===== src/rtl/npu_pkg.sv =====
// Package: constants, state type and factorial table for the permutation unranking block
package npu_pkg;

    localparam int MAX_LEN_DEF = 16;
    localparam int ELEM_W      = 32;
    localparam int RANK_W      = 64;
    localparam int FACT_IW     = 5;

    typedef enum logic [3:0] {
        ST_LOAD,
        ST_MOD_GO,
        ST_MOD_WAIT,
        ST_DIG,
        ST_SUB,
        ST_ROT_HI,
        ST_ROT_HD,
        ST_ROT,
        ST_OUT_RD,
        ST_OUT_SHOW
    } t_state;

    // n! for n = 0..20; 20! is the largest that fits in 64 bits
    function automatic logic [RANK_W-1:0] fact_of(input logic [FACT_IW-1:0] n);
        logic [RANK_W-1:0] f;
        case (n)
            5'd0:    f = 64'd1;
            5'd1:    f = 64'd1;
            5'd2:    f = 64'd2;
            5'd3:    f = 64'd6;
            5'd4:    f = 64'd24;
            5'd5:    f = 64'd120;
            5'd6:    f = 64'd720;
            5'd7:    f = 64'd5040;
            5'd8:    f = 64'd40320;
            5'd9:    f = 64'd362880;
            5'd10:   f = 64'd3628800;
            5'd11:   f = 64'd39916800;
            5'd12:   f = 64'd479001600;
            5'd13:   f = 64'd6227020800;
            5'd14:   f = 64'd87178291200;
            5'd15:   f = 64'd1307674368000;
            5'd16:   f = 64'd20922789888000;
            5'd17:   f = 64'd355687428096000;
            5'd18:   f = 64'd6402373705728000;
            5'd19:   f = 64'd121645100408832000;
            5'd20:   f = 64'd2432902008176640000;
            default: f = 64'd1;
        endcase
        return f;
    endfunction

endpackage


===== src/rtl/npu_store.sv =====
// Vector store: one write port, one read port, registered read data
module npu_store
    import npu_pkg::*;
#(
    parameter int DEPTH = MAX_LEN_DEF,
    parameter int AW    = 4
) (
    input  logic              i_clk,
    input  logic              i_we,
    input  logic [AW-1:0]     i_waddr,
    input  logic [ELEM_W-1:0] i_wdata,
    input  logic              i_re,
    input  logic [AW-1:0]     i_raddr,
    output logic [ELEM_W-1:0] o_rdata
);

    logic [ELEM_W-1:0] r_mem [0:DEPTH-1];
    logic [ELEM_W-1:0] r_rdata;

    always_ff @(posedge i_clk) begin
        if (i_we) begin
            r_mem[i_waddr] <= i_wdata;
        end
    end

    // read data holds while no read is issued
    always_ff @(posedge i_clk) begin
        if (i_re) begin
            r_rdata <= r_mem[i_raddr];
        end
    end

    assign o_rdata = r_rdata;

endmodule


===== src/rtl/npu_mod.sv =====
// Bit-serial 64-bit remainder unit, one quotient bit per cycle
module npu_mod
    import npu_pkg::*;
(
    input  logic              i_clk,
    input  logic              i_rst_n,
    input  logic              i_start,
    input  logic [RANK_W-1:0] i_dividend,
    input  logic [RANK_W-1:0] i_divisor,
    output logic              o_done,
    output logic [RANK_W-1:0] o_rem
);

    localparam int CNT_W = $clog2(RANK_W);

    logic              r_busy;
    logic              r_done;
    logic [CNT_W-1:0]  r_cnt;
    logic [RANK_W-1:0] r_rem;
    logic [RANK_W-1:0] r_q;
    logic [RANK_W-1:0] r_div;
    logic [RANK_W:0]   n_trial;
    logic [RANK_W:0]   n_diff;

    always_comb begin
        n_trial = {r_rem, r_q[RANK_W-1]};
        n_diff  = n_trial - {1'b0, r_div};
    end

    always_ff @(posedge i_clk) begin
        if (!i_rst_n) begin
            r_busy <= 1'b0;
            r_done <= 1'b0;
        end else begin
            r_done <= 1'b0;
            if (i_start) begin
                r_busy <= 1'b1;
            end else if (r_busy && r_cnt == '0) begin
                r_busy <= 1'b0;
                r_done <= 1'b1;
            end
        end
    end

    always_ff @(posedge i_clk) begin
        if (i_start) begin
            r_q   <= i_dividend;
            r_div <= i_divisor;
            r_rem <= '0;
            r_cnt <= CNT_W'(RANK_W - 1);
        end else if (r_busy) begin
            // remainder stays below the divisor, so it fits in RANK_W bits
            if (!n_diff[RANK_W]) begin
                r_rem <= n_diff[RANK_W-1:0];
            end else begin
                r_rem <= n_trial[RANK_W-1:0];
            end
            r_q   <= {r_q[RANK_W-2:0], 1'b0};
            r_cnt <= r_cnt - 1'b1;
        end
    end

    assign o_done = r_done;
    assign o_rem  = r_rem;

endmodule


===== src/rtl/nth_permutation_unrank.sv =====
// Load: one element per cycle while the source is valid. After the last element the rank is reduced mod L!,
// then each position gets a digit search by repeated subtraction and, for a nonzero digit, a rotation.
// Output: each result is read from the store and shown until taken; the next vector is taken after the final result.
// The bit-serial 64-bit remainder unit and the element-by-element store rotation set the unrank time.
// Synchronous active-low reset clears the controller, element count and overflow flag;
// store contents are not cleared.
module nth_permutation_unrank
    import npu_pkg::*;
#(
    parameter int MAX_LEN = MAX_LEN_DEF
) (
    input  logic         i_clk,
    input  logic         i_rst_n,
    input  logic         s_axis_tvalid,
    output logic         s_axis_tready,
    input  logic [95:0]  s_axis_tdata,   // [31:0] element, [95:32] rank
    input  logic         s_axis_tlast,
    output logic         m_axis_tvalid,
    input  logic         m_axis_tready,
    output logic [31:0]  m_axis_tdata,   // [31:0] element_res
    output logic         m_axis_tlast,
    output logic         m_axis_tuser    // [0] too_long
);

    localparam int CW = $clog2(MAX_LEN + 1);
    localparam int AW = (MAX_LEN > 1) ? $clog2(MAX_LEN) : 1;

    t_state            r_state;
    t_state            n_state;

    logic [CW-1:0]     r_cnt;
    logic              r_ovf;
    logic [CW-1:0]     r_len;
    logic              r_tl;
    logic [RANK_W-1:0] r_rank;
    logic [RANK_W-1:0] r_w;
    logic [CW-1:0]     r_i;
    logic [CW-1:0]     r_d;
    logic [CW-1:0]     r_hi;
    logic [CW-1:0]     r_k;
    logic [ELEM_W-1:0] r_hold;

    logic              s_acc;
    logic              m_acc;
    logic              room;
    logic [CW-1:0]     n_cnt;
    logic              n_ovf;
    logic              sub_ok;
    logic [RANK_W:0]   sub_diff;
    logic              out_last;

    logic              mem_we;
    logic [AW-1:0]     mem_waddr;
    logic [ELEM_W-1:0] mem_wdata;
    logic              mem_re;
    logic [AW-1:0]     mem_raddr;
    logic [ELEM_W-1:0] mem_rdata;

    logic              mod_start;
    logic              mod_done;
    logic [RANK_W-1:0] mod_rem;

    assign s_acc    = s_axis_tvalid && s_axis_tready;
    assign m_acc    = m_axis_tvalid && m_axis_tready;
    assign room     = r_cnt < CW'(MAX_LEN);
    assign n_cnt    = room ? CW'(r_cnt + 1'b1) : r_cnt;
    assign n_ovf    = r_ovf | ~room;
    assign sub_diff = {1'b0, r_rank} - {1'b0, r_w};
    assign sub_ok   = !sub_diff[RANK_W];
    assign out_last = r_k == CW'(r_len - 1'b1);

    npu_store #(
        .DEPTH (MAX_LEN),
        .AW    (AW)
    ) u_store (
        .i_clk   (i_clk),
        .i_we    (mem_we),
        .i_waddr (mem_waddr),
        .i_wdata (mem_wdata),
        .i_re    (mem_re),
        .i_raddr (mem_raddr),
        .o_rdata (mem_rdata)
    );

    npu_mod u_mod (
        .i_clk      (i_clk),
        .i_rst_n    (i_rst_n),
        .i_start    (mod_start),
        .i_dividend (r_rank),
        .i_divisor  (r_w),
        .o_done     (mod_done),
        .o_rem      (mod_rem)
    );

    always_ff @(posedge i_clk) begin
        if (!i_rst_n) begin
            r_state <= ST_LOAD;
        end else begin
            r_state <= n_state;
        end
    end

    always_comb begin
        n_state       = r_state;
        s_axis_tready = 1'b0;
        m_axis_tvalid = 1'b0;
        mod_start     = 1'b0;
        mem_we        = 1'b0;
        mem_waddr     = r_cnt[AW-1:0];
        mem_wdata     = s_axis_tdata[ELEM_W-1:0];
        mem_re        = 1'b0;
        mem_raddr     = r_k[AW-1:0];
        unique case (r_state)
            ST_LOAD: begin
                s_axis_tready = 1'b1;
                mem_we        = s_axis_tvalid && room;
                if (s_axis_tvalid && s_axis_tlast) begin
                    n_state = ST_MOD_GO;
                end
            end
            ST_MOD_GO: begin
                mod_start = 1'b1;
                n_state   = ST_MOD_WAIT;
            end
            ST_MOD_WAIT: begin
                if (mod_done) begin
                    n_state = ST_DIG;
                end
            end
            ST_DIG: begin
                if (r_i == r_len || r_rank == '0) begin
                    n_state = ST_OUT_RD;
                end else begin
                    n_state = ST_SUB;
                end
            end
            ST_SUB: begin
                if (!sub_ok) begin
                    n_state = (r_d == '0) ? ST_DIG : ST_ROT_HI;
                end
            end
            ST_ROT_HI: begin
                mem_re    = 1'b1;
                mem_raddr = r_hi[AW-1:0];
                n_state   = ST_ROT_HD;
            end
            ST_ROT_HD: begin
                mem_re  = 1'b1;
                n_state = ST_ROT;
            end
            ST_ROT: begin
                // write back the element from one place lower, fetch the next
                mem_we    = 1'b1;
                mem_waddr = r_k[AW-1:0];
                mem_wdata = r_hold;
                if (r_k == r_hi) begin
                    n_state = ST_DIG;
                end else begin
                    mem_re    = 1'b1;
                    mem_raddr = AW'(r_k + 1'b1);
                end
            end
            ST_OUT_RD: begin
                mem_re  = 1'b1;
                n_state = ST_OUT_SHOW;
            end
            ST_OUT_SHOW: begin
                m_axis_tvalid = 1'b1;
                if (m_axis_tready) begin
                    n_state = out_last ? ST_LOAD : ST_OUT_RD;
                end
            end
            default: begin
                n_state = ST_LOAD;
            end
        endcase
    end

    // element count and overflow flag of the vector being loaded
    always_ff @(posedge i_clk) begin
        if (!i_rst_n) begin
            r_cnt <= '0;
            r_ovf <= 1'b0;
        end else if (s_acc) begin
            if (s_axis_tlast) begin
                r_cnt <= '0;
                r_ovf <= 1'b0;
            end else begin
                r_cnt <= n_cnt;
                r_ovf <= n_ovf;
            end
        end
    end

    always_ff @(posedge i_clk) begin
        case (r_state)
            ST_LOAD: begin
                if (s_acc && s_axis_tlast) begin
                    r_len  <= n_cnt;
                    r_tl   <= n_ovf;
                    r_rank <= s_axis_tdata[ELEM_W +: RANK_W];
                    r_w    <= fact_of(FACT_IW'(n_cnt));
                end
            end
            ST_MOD_WAIT: begin
                if (mod_done) begin
                    r_rank <= mod_rem;
                    r_i    <= '0;
                end
            end
            ST_DIG: begin
                r_w <= fact_of(FACT_IW'(CW'(r_len - r_i - 1'b1)));
                r_d <= '0;
            end
            ST_SUB: begin
                // digit search by repeated subtraction of the place weight
                if (sub_ok) begin
                    r_rank <= sub_diff[RANK_W-1:0];
                    r_d    <= CW'(r_d + 1'b1);
                end else if (r_d == '0) begin
                    r_i <= CW'(r_i + 1'b1);
                end else begin
                    r_hi <= CW'(r_i + r_d);
                end
            end
            ST_ROT_HI: begin
                r_k <= r_i;
            end
            ST_ROT_HD: begin
                r_hold <= mem_rdata;
            end
            ST_ROT: begin
                r_hold <= mem_rdata;
                if (r_k == r_hi) begin
                    r_i <= CW'(r_i + 1'b1);
                    r_k <= '0;
                end else begin
                    r_k <= CW'(r_k + 1'b1);
                end
            end
            ST_OUT_SHOW: begin
                if (m_acc) begin
                    r_k <= CW'(r_k + 1'b1);
                end
            end
            default: begin
            end
        endcase
        // the output sweep starts at position zero
        if (r_state == ST_DIG && (r_i == r_len || r_rank == '0)) begin
            r_k <= '0;
        end
    end

    assign m_axis_tdata = mem_rdata;
    assign m_axis_tlast = out_last;
    assign m_axis_tuser = r_tl;

endmodule


===== config.mk =====
export PLATFORM = sky130hd
export DESIGN_NAME = nth_permutation_unrank
export DESIGN_NICKNAME = d
export VERILOG_FILES = /design/src/rtl/npu_pkg.sv /design/src/rtl/npu_store.sv /design/src/rtl/npu_mod.sv /design/src/rtl/nth_permutation_unrank.sv
export SDC_FILE = /design/constraint.sdc
export NUM_CORES = 1
export LEC_CHECK = 0
export BUFFER_PORTS_ARGS = -buffer_cell sky130_fd_sc_hd__buf_2
export CAP_MARGIN = 20
export CORE_ASPECT_RATIO = 1.25
export CORE_MARGIN = 5
export CORE_UTILIZATION = 50
export CTS_CLUSTER_SIZE = 25
export DETAILED_ROUTE_END_ITERATION = 16
export GPL_ROUTABILITY_DRIVEN = 1
export PLACE_DENSITY = 0.66
export SLEW_MARGIN = 10
export SYNTH_ARGS = -nofsm -noshare
export SYNTH_HDL_FRONTEND = slang
export SYNTH_HIERARCHICAL = 1
export SYNTH_MEMORY_MAX_BITS = 65536
export SYNTH_SLANG_ARGS = --single-unit

===== constraint.sdc =====
create_clock -name i_clk -period 11.4 [get_ports i_clk]
set_input_delay 1.71 -clock i_clk [delete_from_list [all_inputs] [get_ports i_clk]]
set_output_delay 1.71 -clock i_clk [all_outputs]
set_load 0.05 [all_outputs]

==> results.cfg <==
[synthesis]
syn_area_per_cell_um2 = 12.8
seq_area_frac_synth_pct = 58.9
synth-edff-count = 837
yosysWarningCount = 6
synthTopCellsByCount = edfxtp_1, nand2_1, nor2_1
netlist_area_um2 = 45600
yosysMostFrequentCell = edfxtp_1
ys_ff_latch = 924
synth_cells = 3571
synth_ff_type = edfxtp_1
synth.distinct_cells = 112
ys_async_sr_fraction_pct = 0
synth_top_area_share_pct = 55.1
yosys.area.top_type = edfxtp_1
synth_area_leaders = edfxtp_1, mux4_2, ha_1, dfxtp_1, nand2_1

[floorplan]
start_util_pct = 50.1
core_area_um2 = 91100
ios = 137
std_cell_rows = 124
fp.dieW_um = 280
die_area_um2 = 97500
dieHeight_um = 348

[setup_path]
cpPeakStageDelay_ps = 850
crit_fanout = 66
reg2regPathDepth = 11
worst_ep_required_time_ps = 11790
worstPathCellList = nor2b_1 -> nand3_2 -> buf_4 -> a31oi_1 -> a21oi_1 -> o21ai_4 -> buf_4 -> buf_4 -> mux4_2 -> a22oi_1 -> nand2_1
critPathArrivalTime_ps = 5410
endpoint = u_store/o_rdata[2]$_DFFE_PP_
r2r-end = u_store/o_rdata[2]$_DFFE_PP_
crit_buf_inv = 3
cp-start-kind = flip-flop
cp.depth = 11
rrSetupSlack_ps = 6380
crit_top_cell = buf_4
critical_path_class = reg -> reg
crit_start = r_state[1]$_SDFFE_PN0P_
cpLargestDelayFamily = buffers and inverters
critPathCaptureType = flip-flop
crit_slowest_cell = buf_4
timing.rr.start = r_state[1]$_SDFFE_PN0P_

[sta]
fin_setup_tns_ps = 0
slew_headroom_pct = 27.4
rsz0062_at_grt = false
min_period_ps = 5020
worstMarginPinSlew_ps = 1080
setup-violations-final = 0
finalClockSkew_ps = 57.2
max_freq_ghz = 0.199
hold_viol = 0
finalCritPeriodShare_pct = 44.0
slew_violations = 0

[global_route]
antenna_found_initial = 5
grt_pass1_wl_um = 186000
grt_pass1_vias = 30100
met1_usage_pct = 32.0
met2_usage_pct = 43.5
busiest_layer = met2
grt_max_degree = 120
grt_use_met3_pct = 2.84
overflow = 0
grt_util_all_layers_pct = 24.9

[drt]
wire_per_inst_um = 25.1
dr.pass1.iters = 6
vias_per_cell = 6.17
wirelength_um = 125000
drtIter0Drc = 2512
ant_nets = 0
num_vias = 30600
drc = 0

[clocking]
cts.sinks = 924
cts_hold_buf = 0
cts_tree = done
cts_max_path_buffers = 3
cts_root_buf = clkbuf_16
cts_setup_buffers = 0
clk_pin_slew_ps = 70
htreeDepth = 3
clk_latency_ps = 670
cts-buffers-inserted = 93
cts_resized = 0

[cells_and_area]
nFillCells = 7553
fin_util_pct = 55.6
fin_nets = 3946
area_growth_pct = 11.0
drive_gt1_share_pct = 16.7

[min_path]
hold_class = reg -> reg
whs_path_depth = 0

[placement]
gp_congestion = 0.930
dp_hpwl_um = 81500
io_buffer_count = 136

[pwr]
vdd_drop_max_mv = 0.189
powerDensity_nw_per_um2 = 273
p_leak_nw = 18.4

[status]
status = finished, final reports clean

[flow_run]
cap_viol_max_count = 0
==> flip-flops by register name, summed over array words and instances (netlist names), 4 cells and up <==
name / count
r_cnt: 5
r_k: 5
r_state: 4
r_w: 48
u_mod/r_cnt: 6
u_store/o_rdata: 32
u_mod/r_q: 64
r_len: 5
r_hold: 32
u_mod/r_div: 64
r_d: 5
u_mod/o_rem: 64
u_store/r_mem: 512
r_rank: 64
r_i: 5
r_hi: 5
==> how the worst min path moves through the flow <==
stage / start / end / slack (ps)
2_1_floorplan: r_w[10]$_DFFE_PP_ / u_mod/r_div[10]$_DFFE_PP_ / 430
3_3_place_gp: r_w[12]$_DFFE_PP_ / u_mod/r_div[12]$_DFFE_PP_ / 440
3_5_place_dp: r_w[12]$_DFFE_PP_ / u_mod/r_div[12]$_DFFE_PP_ / 440
4_1_cts: r_w[12]$_DFFE_PP_ / u_mod/r_div[12]$_DFFE_PP_ / 400
5_1_grt: r_w[12]$_DFFE_PP_ / u_mod/r_div[12]$_DFFE_PP_ / 420
6_report: r_w[12]$_DFFE_PP_ / u_mod/r_div[12]$_DFFE_PP_ / 410
==> final cells by class <==
type / instances / area [µm²] / share of cell area [%]
Antenna cell: 1 / 2.50 / 0.00494
Clock buffer: 116 / 2410 / 4.77
Sequential cell: 924 / 26900 / 53.1
Timing Repair Buffer: 188 / 1100 / 2.18
Clock inverter: 55 / 568 / 1.12
Inverter: 178 / 668 / 1.32
Multi-Input combinational cell: 2303 / 17500 / 34.6
Tap cell: 1197 / 1500 / 2.96
==> per-layer routing <==
metal  share of wire, %  up-vias
met3                6.0      270
met4                4.4        0
li1                   -    13900
met5                  0        -
met2                 51     1218
met1                 39    15300
==> worst reg2reg max path, stage by stage, from the launching register on <==
cell	delay, ps
dfxtp_1	670
nor2b_1	380
nand3_2	100
buf_4	340
a31oi_1	520
a21oi_1	210
o21ai_4	150
buf_4	760
buf_4	860
mux4_2	470
a22oi_1	200
nand2_1	90
==> cell families after synthesis <==
group           synth area share [%]
other cells                  0.00822
buf+inv                         3.28
flops                           58.9
simple gates                    8.90
mux                             8.25
xor+xnor                        3.02
compound gates                  13.3
fa+ha+maj                       4.37
==> placed cells by master (no fill, tap or decap), types with 64 or more instances in the layout <==
cell and n:
mux2_2 64, o21ai_0 170, inv_1 175, a22oi_1 133
mux4_2 128, nor2_1 195, xnor2_1 88, clkbuf_16 93
dfxtp_1 86, a21oi_1 207, buf_2 136, nand2_1 408
ha_1 153, edfxtp_1 837, a21o_1 66
==> power by group <==
part	switching (mW)	total [mW]	internal (mW)
Combinational	3.61	5.87	2.26
Sequential	0.443	4.96	4.52
Clock	1.34	3.01	1.66
Total	5.40	13.8	8.44
==> metrics by stage <==
| stage | power, mW | setup slack (ps) | hold WS [ps] | area [µm²] | instances |
|---|---|---|---|---|---|
| finish | 13.8 | 6380 | 413 | 50600 | 4962 |
| CTS | 13.9 | 6330 | 399 | 50600 | 4961 |
| detailed placement | 10.8 | 6380 | 439 | 47700 | 4790 |
| global placement | 10.8 | 6570 | 442 | 47600 | 4789 |
| global route | 14.6 | 6050 | 424 | 50600 | 4961 |
| floorplan | 9.28 | 3360 | 426 | 45700 | 3577 |
No activity file was read; power rests on OpenSTA's default activity.
